==> config.mk <==
export PLATFORM = sky130hd
export DESIGN_NAME = remote_frame_assembler_unit
export DESIGN_NICKNAME = d
export VERILOG_FILES = /design/src/hw/rtl/rfa_pkg.sv /design/src/hw/rtl/rfa_ram.sv /design/src/hw/rtl/rfa_job_queue.sv /design/src/hw/rtl/rfa_front.sv /design/src/hw/rtl/rfa_back.sv /design/src/hw/rtl/remote_frame_assembler_unit.sv
export SDC_FILE = /design/constraint.sdc
export NUM_CORES = 1
export LEC_CHECK = 0
export ABC_AREA = 1
export ABC_CLOCK_PERIOD_IN_PS = 2750
export BUFFER_PORTS_ARGS = -buffer_cell sky130_fd_sc_hd__buf_2
export CAP_MARGIN = 30
export CORE_MARGIN = 2
export CORE_UTILIZATION = 55
export DETAILED_ROUTE_END_ITERATION = 7
export GPL_ROUTABILITY_DRIVEN = 0
export PLACE_DENSITY = 0.75
export SYNTH_ARGS = -nofsm -noshare
export SYNTH_HDL_FRONTEND = slang
export SYNTH_HIERARCHICAL = 1
export SYNTH_SLANG_ARGS = --single-unit
==> constraint.sdc <==
create_clock -name clk -period 2.75 [get_ports clk]
set_input_delay 0.55 -clock clk [delete_from_list [all_inputs] [get_ports clk]]
set_output_delay 0.55 -clock clk [all_outputs]
set_load 0.005 [all_outputs]
==> src/hw/rtl/rfa_pkg.sv <==
`default_nettype none

package rfa_pkg;

    // Frame sizes: a frame holds at most LEN-1 bytes including the terminator
    localparam int STICK_FRAME_LEN = 10;
    localparam int TILT_FRAME_LEN  = 20;

    localparam int STICK_DEPTH  = STICK_FRAME_LEN - 1;
    localparam int TILT_DEPTH   = TILT_FRAME_LEN - 1;
    localparam int STICK_CNT_W  = $clog2(STICK_DEPTH + 1);
    localparam int TILT_CNT_W   = $clog2(TILT_DEPTH + 1);
    localparam int STICK_ADDR_W = $clog2(STICK_DEPTH);
    localparam int TILT_ADDR_W  = $clog2(TILT_DEPTH);
    localparam int IDX_W = (STICK_ADDR_W > TILT_ADDR_W) ? STICK_ADDR_W : TILT_ADDR_W;

    localparam logic [STICK_CNT_W-1:0] STICK_DEPTH_C = STICK_CNT_W'(STICK_DEPTH);
    localparam logic [STICK_CNT_W-1:0] STICK_FILL_C  = STICK_CNT_W'(STICK_DEPTH - 1);
    localparam logic [TILT_CNT_W-1:0]  TILT_DEPTH_C  = TILT_CNT_W'(TILT_DEPTH);
    localparam logic [TILT_CNT_W-1:0]  TILT_FILL_C   = TILT_CNT_W'(TILT_DEPTH - 1);

    // Job queue between front and back (power of two depth)
    localparam int JOBQ_DEPTH = 2;
    localparam int JOBQ_PTR_W = $clog2(JOBQ_DEPTH);
    localparam int JOBQ_CNT_W = $clog2(JOBQ_DEPTH + 1);

    // Result queue at the output (power of two depth)
    localparam int OUT_DEPTH  = 4;
    localparam int OUT_PTR_W  = $clog2(OUT_DEPTH);
    localparam int OUT_CNT_W  = $clog2(OUT_DEPTH + 1);
    localparam logic [OUT_CNT_W-1:0] OUT_DEPTH_C = OUT_CNT_W'(OUT_DEPTH);

    // Character codes
    localparam logic [7:0] CH_LOWER_A   = 8'h61;
    localparam logic [7:0] CH_LOWER_G   = 8'h67;
    localparam logic [7:0] CH_MODE_BASE = 8'h60;
    localparam logic [7:0] CH_L         = 8'h4C;
    localparam logic [7:0] CH_R         = 8'h52;
    localparam logic [7:0] CH_UPPER_A   = 8'h41;
    localparam logic [7:0] CH_STAR      = 8'h2A;

    // Mode codes
    localparam logic [2:0] MODE_NONE     = 3'd0;
    localparam logic [2:0] MODE_TILT     = 3'd2;
    localparam logic [2:0] MODE_FILTERED = 3'd4;

    typedef enum logic [1:0] {
        KIND_NONE  = 2'd0,
        KIND_LEFT  = 2'd1,
        KIND_RIGHT = 2'd2,
        KIND_TILT  = 2'd3
    } kind_t;

    typedef enum logic [2:0] {
        BK_IDLE,
        BK_LEFT,
        BK_RIGHT,
        BK_TILT,
        BK_NONE
    } bk_state_t;

    // One job per accepted item: frame lengths to play out, zero for none
    typedef struct packed {
        logic [2:0]             mode;
        logic [STICK_CNT_W-1:0] left_len;
        logic [STICK_CNT_W-1:0] right_len;
        logic [TILT_CNT_W-1:0]  tilt_len;
    } job_t;

    typedef struct packed {
        logic [2:0] mode;
        kind_t      kind;
        logic [7:0] data;
        logic       valid;
        logic       last;
    } res_t;

    typedef struct packed {
        logic                    en;
        logic [STICK_ADDR_W-1:0] addr;
    } stick_port_t;

    typedef struct packed {
        logic                   en;
        logic [TILT_ADDR_W-1:0] addr;
    } tilt_port_t;

endpackage

`default_nettype wire

==> src/hw/rtl/rfa_ram.sv <==
`default_nettype none

module rfa_ram #(
    parameter int WIDTH = 8,
    parameter int DEPTH = 16,
    localparam int AW = (DEPTH > 1) ? $clog2(DEPTH) : 1
) (
    input  wire logic             clk,
    input  wire logic             we,
    input  wire logic [AW-1:0]    waddr,
    input  wire logic [WIDTH-1:0] wdata,
    input  wire logic             re,
    input  wire logic [AW-1:0]    raddr,
    output logic      [WIDTH-1:0] rdata
);

    logic [WIDTH-1:0] mem_reg [DEPTH];
    logic [WIDTH-1:0] rdata_reg;

    // Write port and registered read port
    always_ff @(posedge clk)
    begin
        if (we)
        begin
            mem_reg[waddr] <= wdata;
        end
        if (re)
        begin
            rdata_reg <= mem_reg[raddr];
        end
    end

    assign rdata = rdata_reg;

endmodule

`default_nettype wire

==> src/hw/rtl/rfa_job_queue.sv <==
`default_nettype none

module rfa_job_queue
    import rfa_pkg::*;
(
    input  wire logic clk,
    input  wire logic rst_n,
    input  wire logic wr_en,
    input  wire job_t wr_job,
    output logic      q_full,
    input  wire logic rd_en,
    output logic      q_empty,
    output job_t      rd_job
);

    job_t                  slot_reg [JOBQ_DEPTH];
    logic [JOBQ_PTR_W-1:0] wptr_reg, wptr_next;
    logic [JOBQ_PTR_W-1:0] rptr_reg, rptr_next;
    logic [JOBQ_CNT_W-1:0] count_reg, count_next;
    logic                  do_wr, do_rd;

    assign q_full  = (count_reg == JOBQ_CNT_W'(JOBQ_DEPTH));
    assign q_empty = (count_reg == '0);
    assign do_wr   = wr_en && !q_full;
    assign do_rd   = rd_en && !q_empty;
    assign rd_job  = slot_reg[rptr_reg];

    // Advance pointers and occupancy
    always_comb
    begin
        wptr_next  = do_wr ? wptr_reg + JOBQ_PTR_W'(1) : wptr_reg;
        rptr_next  = do_rd ? rptr_reg + JOBQ_PTR_W'(1) : rptr_reg;
        count_next = count_reg;
        if (do_wr && !do_rd)
        begin
            count_next = count_reg + JOBQ_CNT_W'(1);
        end
        else if (do_rd && !do_wr)
        begin
            count_next = count_reg - JOBQ_CNT_W'(1);
        end
    end

    always_ff @(posedge clk or negedge rst_n)
    begin
        if (!rst_n)
        begin
            wptr_reg  <= '0;
            rptr_reg  <= '0;
            count_reg <= '0;
        end
        else
        begin
            wptr_reg  <= wptr_next;
            rptr_reg  <= rptr_next;
            count_reg <= count_next;
        end
    end

    // Hold job payload
    always_ff @(posedge clk)
    begin
        if (do_wr)
        begin
            slot_reg[wptr_reg] <= wr_job;
        end
    end

endmodule

`default_nettype wire

==> src/hw/rtl/rfa_front.sv <==
`default_nettype none

module rfa_front
    import rfa_pkg::*;
(
    input  wire logic       clk,
    input  wire logic       rst_n,
    input  wire logic       push,
    input  wire logic [7:0] rx_byte,
    output logic            full,
    input  wire logic       jq_full,
    output logic            jq_push,
    output job_t            jq_job,
    input  wire logic       frame_done,
    output stick_port_t     left_wr,
    output stick_port_t     right_wr,
    output tilt_port_t      tilt_wr
);

    logic [2:0]             mode_reg, mode_next;
    logic                   m4_reg, m4_next;
    logic                   left_first_reg, left_first_next;
    logic                   right_first_reg, right_first_next;
    logic                   left_active_reg, left_active_next;
    logic                   right_active_reg, right_active_next;
    logic                   tilt_active_reg, tilt_active_next;
    logic [STICK_CNT_W-1:0] left_count_reg, left_count_next;
    logic [STICK_CNT_W-1:0] right_count_reg, right_count_next;
    logic [TILT_CNT_W-1:0]  tilt_count_reg, tilt_count_next;
    logic                   busy_reg, busy_next;

    logic                   accept;
    logic                   is_star;
    logic                   l_act, r_act, t_act;
    logic [STICK_CNT_W-1:0] l_cnt, r_cnt;
    logic [TILT_CNT_W-1:0]  t_base, t_cnt;
    logic                   has_frame;

    // Stall while the job queue is full or a finished frame still waits to be read out of its store
    assign full    = jq_full || busy_reg;
    assign accept  = push && !full;
    assign is_star = (rx_byte == CH_STAR);

    // Classify the item, update assemblers, build the job
    always_comb
    begin
        mode_next         = mode_reg;
        m4_next           = m4_reg;
        left_first_next   = left_first_reg;
        right_first_next  = right_first_reg;
        left_active_next  = left_active_reg;
        right_active_next = right_active_reg;
        tilt_active_next  = tilt_active_reg;
        left_count_next   = left_count_reg;
        right_count_next  = right_count_reg;
        tilt_count_next   = tilt_count_reg;
        left_wr           = '0;
        right_wr          = '0;
        tilt_wr           = '0;
        jq_job            = '0;
        l_act             = 1'b0;
        r_act             = 1'b0;
        t_act             = 1'b0;
        l_cnt             = left_count_reg;
        r_cnt             = right_count_reg;
        t_base            = tilt_count_reg;
        t_cnt             = tilt_count_reg;

        if (accept)
        begin
            if (rx_byte >= CH_LOWER_A && rx_byte <= CH_LOWER_G)
            begin
                mode_next = 3'(rx_byte - CH_MODE_BASE);
            end
            if (!m4_reg && mode_next == MODE_FILTERED)
            begin
                mode_next = MODE_NONE;
                m4_next   = 1'b1;
            end

            if (mode_next != MODE_TILT)
            begin
                // Left assembler
                l_act = left_active_reg || (rx_byte == CH_L);
                left_active_next = l_act;
                if (l_act)
                begin
                    left_wr.en   = is_star || (left_count_reg < STICK_FILL_C);
                    left_wr.addr = (left_count_reg < STICK_DEPTH_C)
                                 ? STICK_ADDR_W'(left_count_reg)
                                 : STICK_ADDR_W'(STICK_DEPTH - 1);
                    if (is_star ? (left_count_reg < STICK_DEPTH_C)
                                : (left_count_reg < STICK_FILL_C))
                    begin
                        l_cnt = left_count_reg + STICK_CNT_W'(1);
                    end
                    left_count_next = l_cnt;
                    if (is_star)
                    begin
                        if (left_first_reg)
                        begin
                            jq_job.left_len = l_cnt;
                        end
                        left_first_next  = 1'b1;
                        left_active_next = 1'b0;
                        left_count_next  = '0;
                    end
                end

                // Right assembler
                r_act = right_active_reg || (rx_byte == CH_R);
                right_active_next = r_act;
                if (r_act)
                begin
                    right_wr.en   = is_star || (right_count_reg < STICK_FILL_C);
                    right_wr.addr = (right_count_reg < STICK_DEPTH_C)
                                  ? STICK_ADDR_W'(right_count_reg)
                                  : STICK_ADDR_W'(STICK_DEPTH - 1);
                    if (is_star ? (right_count_reg < STICK_DEPTH_C)
                                : (right_count_reg < STICK_FILL_C))
                    begin
                        r_cnt = right_count_reg + STICK_CNT_W'(1);
                    end
                    right_count_next = r_cnt;
                    if (is_star)
                    begin
                        if (right_first_reg)
                        begin
                            jq_job.right_len = r_cnt;
                        end
                        right_first_next  = 1'b1;
                        right_active_next = 1'b0;
                        right_count_next  = '0;
                    end
                end
            end
            else
            begin
                // Tilt assembler: a header restarts at index zero
                if (rx_byte == CH_UPPER_A)
                begin
                    t_base = '0;
                end
                t_cnt = t_base;
                t_act = tilt_active_reg || (rx_byte == CH_UPPER_A);
                tilt_active_next = t_act;
                if (t_act)
                begin
                    tilt_wr.en   = is_star || (t_base < TILT_FILL_C);
                    tilt_wr.addr = (t_base < TILT_DEPTH_C)
                                 ? TILT_ADDR_W'(t_base)
                                 : TILT_ADDR_W'(TILT_DEPTH - 1);
                    if (is_star ? (t_base < TILT_DEPTH_C) : (t_base < TILT_FILL_C))
                    begin
                        t_cnt = t_base + TILT_CNT_W'(1);
                    end
                    tilt_count_next = t_cnt;
                    if (is_star)
                    begin
                        jq_job.tilt_len  = t_cnt;
                        tilt_active_next = 1'b0;
                        tilt_count_next  = '0;
                    end
                end
                else
                begin
                    tilt_count_next = t_base;
                end
            end
            jq_job.mode = mode_next;
        end
    end

    assign jq_push   = accept;
    assign has_frame = (jq_job.left_len != '0) || (jq_job.right_len != '0)
                    || (jq_job.tilt_len != '0);

    // Track a frame job in flight until the back has read its store
    always_comb
    begin
        busy_next = busy_reg;
        if (accept && has_frame)
        begin
            busy_next = 1'b1;
        end
        else if (frame_done)
        begin
            busy_next = 1'b0;
        end
    end

    always_ff @(posedge clk or negedge rst_n)
    begin
        if (!rst_n)
        begin
            mode_reg         <= MODE_NONE;
            m4_reg           <= 1'b0;
            left_first_reg   <= 1'b0;
            right_first_reg  <= 1'b0;
            left_active_reg  <= 1'b0;
            right_active_reg <= 1'b0;
            tilt_active_reg  <= 1'b0;
            left_count_reg   <= '0;
            right_count_reg  <= '0;
            tilt_count_reg   <= '0;
            busy_reg         <= 1'b0;
        end
        else
        begin
            mode_reg         <= mode_next;
            m4_reg           <= m4_next;
            left_first_reg   <= left_first_next;
            right_first_reg  <= right_first_next;
            left_active_reg  <= left_active_next;
            right_active_reg <= right_active_next;
            tilt_active_reg  <= tilt_active_next;
            left_count_reg   <= left_count_next;
            right_count_reg  <= right_count_next;
            tilt_count_reg   <= tilt_count_next;
            busy_reg         <= busy_next;
        end
    end

endmodule

`default_nettype wire

==> src/hw/rtl/rfa_back.sv <==
`default_nettype none

module rfa_back
    import rfa_pkg::*;
(
    input  wire logic       clk,
    input  wire logic       rst_n,
    input  wire logic       jq_empty,
    input  wire job_t       jq_job,
    output logic            jq_pop,
    output logic            frame_done,
    output stick_port_t     left_rd,
    output stick_port_t     right_rd,
    output tilt_port_t      tilt_rd,
    input  wire logic [7:0] left_rdata,
    input  wire logic [7:0] right_rdata,
    input  wire logic [7:0] tilt_rdata,
    output logic            empty,
    input  wire logic       pop,
    output res_t            head
);

    bk_state_t             state_reg, state_next;
    job_t                  job_reg, job_next;
    logic [IDX_W-1:0]      idx_reg, idx_next;
    logic                  pipe_valid_reg;
    res_t                  pipe_res_reg, pipe_res_next;
    res_t                  out_reg [OUT_DEPTH];
    logic [OUT_PTR_W-1:0]  wptr_reg, rptr_reg;
    logic [OUT_CNT_W-1:0]  count_reg, count_next;
    logic [OUT_CNT_W-1:0]  occ;
    logic                  can_issue;
    logic                  issue;
    logic                  is_end;
    logic [IDX_W-1:0]      end_idx;
    logic                  out_pop;
    res_t                  push_res;

    // Issue only when the result queue has room for what is in flight
    assign occ       = count_reg + OUT_CNT_W'(pipe_valid_reg);
    assign can_issue = (occ < OUT_DEPTH_C);

    // Last index of the frame being played out
    always_comb
    begin
        unique case (state_reg)
            BK_LEFT:  end_idx = IDX_W'(job_reg.left_len - STICK_CNT_W'(1));
            BK_RIGHT: end_idx = IDX_W'(job_reg.right_len - STICK_CNT_W'(1));
            BK_TILT:  end_idx = IDX_W'(job_reg.tilt_len - TILT_CNT_W'(1));
            default:  end_idx = '0;
        endcase
    end

    assign is_end = (idx_reg == end_idx);

    // Next state: walk left, right, tilt frames of the job in order
    always_comb
    begin
        state_next = state_reg;
        unique case (state_reg)
            BK_IDLE:
            begin
                if (!jq_empty)
                begin
                    if (jq_job.left_len != '0)
                    begin
                        state_next = BK_LEFT;
                    end
                    else if (jq_job.right_len != '0)
                    begin
                        state_next = BK_RIGHT;
                    end
                    else if (jq_job.tilt_len != '0)
                    begin
                        state_next = BK_TILT;
                    end
                    else
                    begin
                        state_next = BK_NONE;
                    end
                end
            end
            BK_LEFT:
            begin
                if (can_issue && is_end)
                begin
                    if (job_reg.right_len != '0)
                    begin
                        state_next = BK_RIGHT;
                    end
                    else if (job_reg.tilt_len != '0)
                    begin
                        state_next = BK_TILT;
                    end
                    else
                    begin
                        state_next = BK_IDLE;
                    end
                end
            end
            BK_RIGHT:
            begin
                if (can_issue && is_end)
                begin
                    state_next = (job_reg.tilt_len != '0) ? BK_TILT : BK_IDLE;
                end
            end
            BK_TILT:
            begin
                if (can_issue && is_end)
                begin
                    state_next = BK_IDLE;
                end
            end
            BK_NONE:
            begin
                if (can_issue)
                begin
                    state_next = BK_IDLE;
                end
            end
            default:
            begin
                state_next = BK_IDLE;
            end
        endcase
    end

    // Outputs: read strobes, result tag, index advance
    always_comb
    begin
        jq_pop        = 1'b0;
        issue         = 1'b0;
        pipe_res_next = '0;
        left_rd       = '0;
        right_rd      = '0;
        tilt_rd       = '0;
        job_next      = job_reg;
        pipe_res_next.mode = job_reg.mode;
        unique case (state_reg)
            BK_IDLE:
            begin
                jq_pop = !jq_empty;
                if (!jq_empty)
                begin
                    job_next = jq_job;
                end
            end
            BK_LEFT:
            begin
                issue               = can_issue;
                left_rd.en          = can_issue;
                left_rd.addr        = STICK_ADDR_W'(idx_reg);
                pipe_res_next.kind  = KIND_LEFT;
                pipe_res_next.valid = 1'b1;
                pipe_res_next.last  = is_end && (job_reg.right_len == '0)
                                   && (job_reg.tilt_len == '0);
            end
            BK_RIGHT:
            begin
                issue               = can_issue;
                right_rd.en         = can_issue;
                right_rd.addr       = STICK_ADDR_W'(idx_reg);
                pipe_res_next.kind  = KIND_RIGHT;
                pipe_res_next.valid = 1'b1;
                pipe_res_next.last  = is_end && (job_reg.tilt_len == '0);
            end
            BK_TILT:
            begin
                issue               = can_issue;
                tilt_rd.en          = can_issue;
                tilt_rd.addr        = TILT_ADDR_W'(idx_reg);
                pipe_res_next.kind  = KIND_TILT;
                pipe_res_next.valid = 1'b1;
                pipe_res_next.last  = is_end;
            end
            BK_NONE:
            begin
                issue               = can_issue;
                pipe_res_next.kind  = KIND_NONE;
                pipe_res_next.last  = 1'b1;
            end
            default:
            begin
                issue = 1'b0;
            end
        endcase
    end

    assign frame_done = issue && pipe_res_next.last && (state_reg != BK_NONE);

    always_comb
    begin
        idx_next = idx_reg;
        if (issue && state_reg != BK_NONE)
        begin
            idx_next = is_end ? '0 : idx_reg + IDX_W'(1);
        end
    end

    // Merge read data into the staged result
    always_comb
    begin
        push_res = pipe_res_reg;
        unique case (pipe_res_reg.kind)
            KIND_LEFT:  push_res.data = left_rdata;
            KIND_RIGHT: push_res.data = right_rdata;
            KIND_TILT:  push_res.data = tilt_rdata;
            KIND_NONE:  push_res.data = 8'h00;
        endcase
    end

    assign empty   = (count_reg == '0);
    assign out_pop = pop && !empty;
    assign head    = out_reg[rptr_reg];

    always_comb
    begin
        count_next = count_reg;
        if (pipe_valid_reg && !out_pop)
        begin
            count_next = count_reg + OUT_CNT_W'(1);
        end
        else if (out_pop && !pipe_valid_reg)
        begin
            count_next = count_reg - OUT_CNT_W'(1);
        end
    end

    always_ff @(posedge clk or negedge rst_n)
    begin
        if (!rst_n)
        begin
            state_reg      <= BK_IDLE;
            idx_reg        <= '0;
            pipe_valid_reg <= 1'b0;
            wptr_reg       <= '0;
            rptr_reg       <= '0;
            count_reg      <= '0;
        end
        else
        begin
            state_reg      <= state_next;
            idx_reg        <= idx_next;
            pipe_valid_reg <= issue;
            count_reg      <= count_next;
            if (pipe_valid_reg)
            begin
                wptr_reg <= wptr_reg + OUT_PTR_W'(1);
            end
            if (out_pop)
            begin
                rptr_reg <= rptr_reg + OUT_PTR_W'(1);
            end
        end
    end

    // Hold payload: current job, staged result, result queue
    always_ff @(posedge clk)
    begin
        job_reg <= job_next;
        if (issue)
        begin
            pipe_res_reg <= pipe_res_next;
        end
        if (pipe_valid_reg)
        begin
            out_reg[wptr_reg] <= push_res;
        end
    end

endmodule

`default_nettype wire

==> src/hw/rtl/remote_frame_assembler_unit.sv <==
`default_nettype none

// An item that delivers frames gives one result per frame byte, other items one result each;
// frame bytes are read one per cycle from a frame store while the result queue has room.
// A new item is held off while a finished frame is still read out of its store.
// Reset: asynchronous, active low; clears mode, assembler and queue state,
// frame stores are not cleared.
module remote_frame_assembler_unit
    import rfa_pkg::*;
(
    input  wire logic       clk,
    input  wire logic       rst_n,
    input  wire logic       push,
    output logic            full,
    input  wire logic [7:0] rx_byte,
    output logic            empty,
    input  wire logic       pop,
    output logic [2:0]      mode_code,
    output logic [1:0]      frame_kind,
    output logic [7:0]      frame_byte,
    output logic            byte_valid,
    output logic            last
);

    logic        jq_full, jq_empty, jq_push, jq_pop;
    job_t        wr_job, rd_job;
    logic        frame_done;
    stick_port_t left_wr, right_wr, left_rd, right_rd;
    tilt_port_t  tilt_wr, tilt_rd;
    logic [7:0]  left_rdata, right_rdata, tilt_rdata;
    res_t        head;

    rfa_front u_front (
        .clk        (clk),
        .rst_n      (rst_n),
        .push       (push),
        .rx_byte    (rx_byte),
        .full       (full),
        .jq_full    (jq_full),
        .jq_push    (jq_push),
        .jq_job     (wr_job),
        .frame_done (frame_done),
        .left_wr    (left_wr),
        .right_wr   (right_wr),
        .tilt_wr    (tilt_wr)
    );

    rfa_job_queue u_job_queue (
        .clk     (clk),
        .rst_n   (rst_n),
        .wr_en   (jq_push),
        .wr_job  (wr_job),
        .q_full  (jq_full),
        .rd_en   (jq_pop),
        .q_empty (jq_empty),
        .rd_job  (rd_job)
    );

    rfa_ram #(.WIDTH(8), .DEPTH(STICK_DEPTH)) u_left_ram (
        .clk   (clk),
        .we    (left_wr.en),
        .waddr (left_wr.addr),
        .wdata (rx_byte),
        .re    (left_rd.en),
        .raddr (left_rd.addr),
        .rdata (left_rdata)
    );

    rfa_ram #(.WIDTH(8), .DEPTH(STICK_DEPTH)) u_right_ram (
        .clk   (clk),
        .we    (right_wr.en),
        .waddr (right_wr.addr),
        .wdata (rx_byte),
        .re    (right_rd.en),
        .raddr (right_rd.addr),
        .rdata (right_rdata)
    );

    rfa_ram #(.WIDTH(8), .DEPTH(TILT_DEPTH)) u_tilt_ram (
        .clk   (clk),
        .we    (tilt_wr.en),
        .waddr (tilt_wr.addr),
        .wdata (rx_byte),
        .re    (tilt_rd.en),
        .raddr (tilt_rd.addr),
        .rdata (tilt_rdata)
    );

    rfa_back u_back (
        .clk         (clk),
        .rst_n       (rst_n),
        .jq_empty    (jq_empty),
        .jq_job      (rd_job),
        .jq_pop      (jq_pop),
        .frame_done  (frame_done),
        .left_rd     (left_rd),
        .right_rd    (right_rd),
        .tilt_rd     (tilt_rd),
        .left_rdata  (left_rdata),
        .right_rdata (right_rdata),
        .tilt_rdata  (tilt_rdata),
        .empty       (empty),
        .pop         (pop),
        .head        (head)
    );

    // Drive result ports from the queue head
    assign mode_code  = head.mode;
    assign frame_kind = head.kind;
    assign frame_byte = head.data;
    assign byte_valid = head.valid;
    assign last       = head.last;

endmodule

`default_nettype wire

==> metrics, run 1 <==
DRC errors left=0; number of vias after detailed routing=about 15000; category of the worst setup path capture point=register; H-tree levels=2; post-route fraction of the period consumed by the critical path=about 96%; Post-Syn Nets=~2100; Final setup viols=0; mux cell area share after synthesis=less than 1%; maximum buffer depth of the clock tree=3; Final min period=between 2 and 3 ns; outcome=completed; count of antenna diodes in the layout=0; wire length of the first global-routing pass=~80000 um; total half-perimeter wirelength after legalization and detailed placement=33000 um; number of endpoints with negative hold slack in the final report=0; unrepaired setup endpoints after global routing=true; peak supply drop=~0.54 mV; Post-Syn Area=21500 um2; total routing resource utilization after global routing=24.6%; die extent in x=slightly above 200 um; Final nets=around 2200; CP max stage cell=sky130_fd_sc_hd__dfrtp_2; Initial Utilization=between 50% and 60%; maximum cell stage delay along the critical path=0.45 ns; max-cap violations=0; number of vias per cell=~5.4; top cells by area, synth=sky130_fd_sc_hd__edfxtp_1 (61%), sky130_fd_sc_hd__nand2_1 (10%), sky130_fd_sc_hd__nand3_1 (6.1%), sky130_fd_sc_hd__inv_1 (5.2%), sky130_fd_sc_hd__dfrtp_1 (5.0%); simple-gate area share of the yosys netlist=between 20% and 30%; worst setup path class=reg2reg; Routed Antenna Nets=0; Yosys reg bits=478; max-slew violation count=0; clock tree from TritonCTS=built; Critical Path Fanout Max=33; layout cells sized above 1=between 10 and 15%; Die Area=~41000 um2; Port Buffers=28; Pwr Density=between 900 and 1000 nW/um2; sort of element at the start of the critical path=register; post-synthesis xor/xnor area fraction=0.605%; die height=202 um; proportion of synthesized chip area in sequential cells=between 60% and 70%; Synth warnings=6; crit-path cells=inv_2 > buf_4 > nand3_2 > nor2_4 > buf_4 > nand2_1 > nand3_1 > nand3_1 > nand3_1 > nand2_1 > nand2_1 > nand2_1; largest area contributor in the synthesized netlist=sky130_fd_sc_hd__edfxtp_1; Slew HR=47.4%; average cell area after synthesis=between 10 and 15 um2; number of global-route vias before repair=approximately 15000; post-DR wirelength/cell=between 15 and 20 um; CTS sink count=approximately 480; layout-stage area growth over the synthesis result=13.8%; pin slew with the least headroom to its limit=about 0.8 ns; number of DRC markers after the initial detailed-route iteration=approximately 1500; worst hold path class=in2reg; maximum number of pins on one net before global-route repair=73; distinct cell type count after synthesis=47; flip-flop count of the largest register after layout=between 150 and 200; Top Ports=29; Detailed Routing Iterations Pass 1=6; static leakage=roughly 10 nW; Floorplan Core Area=38600 um2; Cells after Synth=2070; Clock Skews=~0.025 ns; insertion delay of the later-clocked pin in the worst-skew pair=0.58 ns; adder-cell area share of the yosys netlist=less than 1%; Detailed Route WL=roughly 49000 um; WP data arrival=around 3.0 ns; Hold Worst Slack=~0.25 ns; CTS Root Cell=sky130_fd_sc_hd__clkbuf_16; residual overflow from global routing=0; final core utilization=63.3%; cell type with the highest occurrence count on the critical path=sky130_fd_sc_hd__nand2_1; Required @ worst endpoint=approximately 3 ns; Highest Clock Rate=about 0.38 GHz; total number of placement rows=between 70 and 80; Clock transition at path regs=around 0.07 ns; combinational family with the most area after synthesis=simple AND/OR/NAND/NOR gates; initial antenna violation count=1; number of buffers created by CTS=47; area share of the leading cell type in the synthesized netlist=between 60% and 70%; Compound-Gate Fraction of Synth Area=~2.9%
cell usage in the layout, fill, tap and decap left out, drive strengths merged, types with 14 or more instances in the layout:
cell	count
buf	164
edfxtp	435
nor2	152
o22ai	27
nand2	597
dfrtp	43
clkbuf	68
nor3	20
o21ai	53
inv	321
clkinv	14
nand3	273
final timing paths:
path | startpoint | to | slack [ns] | cells past startpoint
max | u_back/state_reg[2] | u_tilt_ram/rdata[1] | 0.1 | 12
min | pop | u_back/rptr_reg[0] | 0.25 | 3
max reg2reg | u_back/state_reg[2] | u_tilt_ram/rdata[1] | 0.1 | 12
min reg2reg | u_back/job_reg[13] | u_back/pipe_res_reg[12] | 0.44 | 0
max in group asynchronous | rst_n | u_front/right_count_reg[3] | 1.49 | 3
min in group asynchronous | rst_n | u_back/rptr_reg[0] | 0.50 | 2
critical path: cells and delay by family (launching register included):
| family | cells | cell delay, ns |
|---|---|---|
| flip-flops | 1 | 0.45 |
| AND/OR/NAND/NOR | 9 | 1.32 |
| buffers and inverters | 3 | 0.61 |
cell type report:
cell class                 instances  area (um2)
clock buffer                      68        1320
clock inverter                    19         214
fill                            2920       14200
inverter                         325        1250
multi-input combinational       1202        5730
sequential                       478       14100
tap                              518         648
timing repair buffer             165        1180
Yosys cell counts (all sizes together):
cell / instances
nor3: 20
fa: 1
nand4: 13
clkinv: 4
ha: 13
inv: 321
a31oi: 1
nor2: 152
nand2: 597
o21bai: 3
or2: 3
xnor2: 4
nand3b: 1
nor4: 4
xor2: 10
a21oi: 13
buf: 53
o22ai: 27
a32o: 1
o211ai: 8
clkbuf: 12
o21ai: 53
mux2: 1
o31ai: 3
and2: 1
nand3: 273
dfrtp: 43
edfxtp: 435
per-layer routing:
layer	share of wire (%)	global-route usage [%]	up-vias
li1	-	-	7120
met1	41	33.3	7169
met2	49	40.9	612
met3	6.8	3.02	122
met4	3.5	9.48	0
met5	0	0	-
what timing repair did:
action | 4_1_cts | 5_1_grt
resized for setup | 0 | 13
endpoints found under the setup margin | 0 | 62
buffers inserted | 0 | 1
endpoints found under the hold margin | 17 | 0
hold buffers | 1 | 0
metrics by stage:
step,setup TNS (ns),instance area (um2),setup WS [ns],instances,total power [mW]
6_report,0,24500,0.0992,2775,23.4
5_1_grt,-0.0635,24500,-0.0241,2775,24.7
4_1_cts,0,24400,0.0404,2774,23.4
3_5_place_dp,-65.36,22900,-0.510,2686,17.1
3_3_place_gp,-45.06,22900,-0.405,2686,16.8
2_1_floorplan,0,21500,0.0608,2070,14.8
power by group:
| part | total [mW] | switching (mW) | internal (mW) |
|---|---|---|---|
| logic | 7.39 | 5.01 | 2.38 |
| registers | 9.72 | 0.529 | 9.19 |
| clock network | 6.29 | 2.67 | 3.63 |
| total | 23.4 | 8.20 | 15.2 |
logic make-up (layout without fill, tap and decap cells):
logic type      after synthesis  after routing
simple gates               1064           1064
flops                       478            478
buf+inv                     390            577
compound gates              109            109
fa+ha+maj                    14             14
xor+xnor                     14             14
mux                           1              1
(Power assumes the default switching activity.)
==> run 2: changes to the inputs <==
ABC_CLOCK_PERIOD_IN_PS = 2300   (was 2750)
SYNTH_HIERARCHICAL = unset   (was 1)
clock period = 2.3 ns   (was 2.75 ns; I/O delays follow)
==> run 2 against run 1 <==
Effect of this change: global-route usage grew 2.6 points; setup slack lost 0.28 ns; sequential power grew 17%; critical path depth grew 7; core utilization grew 5.2 points; fmax grew 6.8%; clock skew grew 0.0019 ns; via count shrank 4.9%; power grew 22%; clock power grew 17%; critical endpoint is now u_front.busy_reg; worst hold slack lost 0.092 ns; synthesized cell count shrank 20%; the flow now finishes with violations (negative setup slack).
==> metrics, run 2 <==
outcome=complete, but fails checks; violations in the final reports=negative setup slack; Inst Count DP=2286 (-15%); layout cells sized above 1=28.0% (+14 points); Required @ worst endpoint=2.76 ns (-0.29 ns); max-slew violation count=0 (unchanged); NetSw=9.88 mW (+20%); worst hold path class=in2reg; total number of placement rows=70 (-2.8%); wire length of the first global-routing pass=78700 um (+0.98%); Highest Clock Rate=0.403 GHz (+6.8%); distinct cell type count after synthesis=46 (-2.1%); max-cap violations=0 (unchanged); flip-flop count of the largest register after layout=152 (unchanged); peak supply drop=0.820 mV (+52%); Clock transition at path regs=0.06 ns (about the same); Sequential Power Share=39.9% (-1.6 points); top routing layer in use=met5; Clock Skews=0.0268 ns (+0.00193 ns); share of total power in the clock network=25.7% (-1.2 points); Pwr Density=1150 nW/um2 (+20%); sort of element at the start of the critical path=register; die height=195 um (-3.3%); number of DRC markers after the initial detailed-route iteration=1401 (-9.1%); Critical Path Fanout Max=5 (-85%); proportion of synthesized chip area in sequential cells=70.4% (+4.7 points); share of async-settable or async-resettable flops after synthesis=9.00% (unchanged); most common cell after layout, fill and taps aside=sky130_fd_sc_hd__edfxtp_1; CTS sink count=478 (unchanged); top cells by area, synth=sky130_fd_sc_hd__edfxtp_1 (65%), sky130_fd_sc_hd__dfrtp_1 (5.4%), sky130_fd_sc_hd__nor2_1 (4.5%), sky130_fd_sc_hd__nand2_1 (4.3%), sky130_fd_sc_hd__o21ai_0 (2.8%); layout-stage area growth over the synthesis result=23.7%; routed length on met2=26700 um (+11%); count of non-filler cells in the finished layout=2396 (-14%); total routing resource utilization after global routing=27.1% (+2.6 points); number of vias per cell=5.96 (+10%); total half-perimeter wirelength after legalization and detailed placement=33200 um (+0.40%); number of buffers created by CTS=48 (+2.1%); final core utilization=68.6% (+5.2 points); Final min period=2.48 ns (-0.168 ns); area share of the leading cell type in the synthesized netlist=65.0% (+4.3 points); Slew HR=52.6% (+5.2 points); Final nets=1916 (-15%); Port Buffers=28 (unchanged); die extent in x=195 um (-3.3%); DRC errors left=0 (unchanged); Routed Antenna Nets=0 (unchanged); relative contribution of combinational cells to total power=34.4% (+2.8 points); Final setup viols=15 (+15); static leakage=9.38 nW (-9.5%); number of vias after detailed routing=14300 (-4.9%); unrepaired setup endpoints after global routing=true; amount of wire on met3 after detailed routing=4110 um (+22%); Synth warnings=0 (-6); Cells after Synth=1666 (-20%); CTS Root Cell=sky130_fd_sc_hd__clkbuf_16; ranking of synthesized cells by instance count=sky130_fd_sc_hd__edfxtp_1 (435), sky130_fd_sc_hd__nor2_1 (242), sky130_fd_sc_hd__nand2_1 (232), sky130_fd_sc_hd__o21ai_0 (111), sky130_fd_sc_hd__inv_1 (107); most frequent cell after synthesis=sky130_fd_sc_hd__edfxtp_1; Post-Syn Area=20100 um2 (-6.6%); H-tree levels=2 (unchanged); Die Area=38100 um2 (-6.5%); maximum buffer depth of the clock tree=3 (unchanged); Floorplan Core Area=36300 um2 (-6.2%); number of global-route vias before repair=14000 (-4.3%); WP data arrival=2.94 ns (-0.02 ns); category of the worst setup path capture point=register; Initial Utilization=55.4% (-0.26 points); average cell area after synthesis=12.1 um2 (+16%); Internal Power=18.7 mW (+23%); post-route fraction of the period consumed by the critical path=108% (+12 points); Post-Syn Nets=1692 (-19%); EDFF count, synth=435 (unchanged); pin slew with the least headroom to its limit=0.710 ns (-0.0766 ns); post-DR wirelength/cell=22.1 um (+24%); Sw Ratio=34.6% (-0.51 points); Yosys reg bits=478 (unchanged); Top Ports=29 (unchanged); met1 layer wirelength in the final routing=19900 um (-2.1%); clock tree from TritonCTS=built; count of antenna diodes in the layout=0 (unchanged); Final TNS setup=-1.52 ns (-1.52 ns); number of endpoints with negative hold slack in the final report=0 (unchanged); Detailed Route WL=53000 um (+7.2%); post-layout worst setup margin=-0.182 ns (-0.282 ns); main flop type after synthesis=sky130_fd_sc_hd__edfxtp_1; commonest cells after routing, fill and taps aside=sky130_fd_sc_hd__edfxtp_1 (435), sky130_fd_sc_hd__nand2_1 (221), sky130_fd_sc_hd__nor2_1 (213), sky130_fd_sc_hd__buf_4 (168), sky130_fd_sc_hd__inv_1 (100); residual overflow from global routing=0 (unchanged); worst setup path class=reg2reg; Detailed Routing Iterations Pass 1=5 (-1); insertion delay of the later-clocked pin in the worst-skew pair=0.60 ns (+0.02 ns); maximum number of pins on one net before global-route repair=44 (-40%); largest area contributor in the synthesized netlist=sky130_fd_sc_hd__edfxtp_1; initial antenna violation count=1 (unchanged)
## run 2: cell count changes after synthesis, moves of 18 or more
cell | previous run | this run
sky130_fd_sc_hd__a21oi_1 | 13 | 31
sky130_fd_sc_hd__buf_6 | 20 | 2
sky130_fd_sc_hd__clkbuf_1 | 12 | 32
sky130_fd_sc_hd__inv_1 | 300 | 107
sky130_fd_sc_hd__nand2_1 | 580 | 232
sky130_fd_sc_hd__nand3_1 | 261 | 98
sky130_fd_sc_hd__nor2_1 | 134 | 242
sky130_fd_sc_hd__nor3_1 | 18 | 54
sky130_fd_sc_hd__o21ai_0 | 50 | 111
sky130_fd_sc_hd__o21ai_1 | 3 | 25
sky130_fd_sc_hd__o221ai_1 | 0 | 60
## run 2: timing repair
item / 4_1_cts / 5_1_grt
endpoints found under the hold margin: 24 / 0
pin swaps: 51 / 60
resized for setup: 112 / 158
endpoints found under the setup margin: 20 / 159
gates cloned: 4 / 2
hold buffers: 1 / 0
setup buffers: 8 / 10
## run 2: final timing paths
| check | from | endpoint | slack [ns] | depth (start not counted) |
|---|---|---|---|---|
| worst min-delay path | pop | u_back.rptr_reg[0] | 0.16 | 3 |
| min in group asynchronous | rst_n | u_front.left_count_reg[0] | 0.52 | 3 |
| max in group asynchronous | rst_n | u_back.rptr_reg[1] | 1.33 | 3 |
| worst max register to register | u_back.state_reg[2] | u_front.busy_reg | -0.18 | 19 |
| worst min register to register | u_front.right_first_reg | u_front.right_first_reg | 0.45 | 2 |
| worst max-delay path | u_back.state_reg[2] | u_front.busy_reg | -0.18 | 19 |
## run 2: area by class of cell
type	instances	area (um2)
fillers	2341	11400
repair buffers	235	2060
flip-flops and latches	478	14100
clock buffers	64	1310
clock inverters	24	155
inverters	126	524
multi-input cells	1001	6080
well taps	468	586
## run 2: metal layers
metal | GRT usage [%] | up-vias
li1 | - | 6442
met1 | 34.2 | 6945
met2 | 46.1 | 746
met3 | 4.58 | 152
met4 | 13.1 | 2
met5 | 0 | -
## run 2: cells by family after synthesis
family / share of synthesized area (%)
muxes: 0.0560
buffers and inverters: 3.76
xor gates and xnor gates: 0.654
and+or+nand+nor: 15.8
DFF: 70.4
AOI/OAI and AO/OA: 8.43
adders and majority gates: 0.909
## run 2: critical path: stages (launching register included)
cell and delay [ns]:
sky130_fd_sc_hd__dfrtp_2 0.43, sky130_fd_sc_hd__inv_2 0.08, sky130_fd_sc_hd__nand2_4 0.10, sky130_fd_sc_hd__nor2_4 0.16, sky130_fd_sc_hd__nand2_1 0.08, sky130_fd_sc_hd__nand3_2 0.09
sky130_fd_sc_hd__inv_2 0.05, sky130_fd_sc_hd__ha_4 0.26, sky130_fd_sc_hd__inv_2 0.03, sky130_fd_sc_hd__nand2_2 0.06, sky130_fd_sc_hd__xor2_1 0.14, sky130_fd_sc_hd__o21ai_1 0.09
sky130_fd_sc_hd__nor2_1 0.13, sky130_fd_sc_hd__nand3_1 0.09, sky130_fd_sc_hd__nor2_2 0.13, sky130_fd_sc_hd__nand2_2 0.08, sky130_fd_sc_hd__inv_2 0.10, sky130_fd_sc_hd__nand3_4 0.09
sky130_fd_sc_hd__nand2_2 0.10, sky130_fd_sc_hd__nand3_2 0.08
## run 2: stage by stage
| step | hold WS, ns | instance area [um2] | power (mW) | setup slack (ns) |
|---|---|---|---|---|
| 6_report | 0.159 | 24900 | 28.6 | -0.182 |
| 5_1_grt | 0.191 | 24900 | 29.9 | -0.310 |
| 4_1_cts | 0.140 | 24100 | 27.6 | -0.0833 |
| 3_5_place_dp | 0.439 | 22200 | 19.6 | -0.446 |
| 3_3_place_gp | 0.434 | 22200 | 19.3 | -0.420 |
| 2_1_floorplan | 0.164 | 20200 | 16.3 | -0.114 |
## run 2: power by group through the flow
stage	combinational (mW)	clock, mW	sequential [mW]
6_report	9.83	7.36	11.4
5_1_grt	10.6	7.79	11.5
4_1_cts	8.83	7.42	11.4
3_5_place_dp	8.07	0	11.5
3_3_place_gp	7.80	0	11.5
2_1_floorplan	4.98	0	11.3
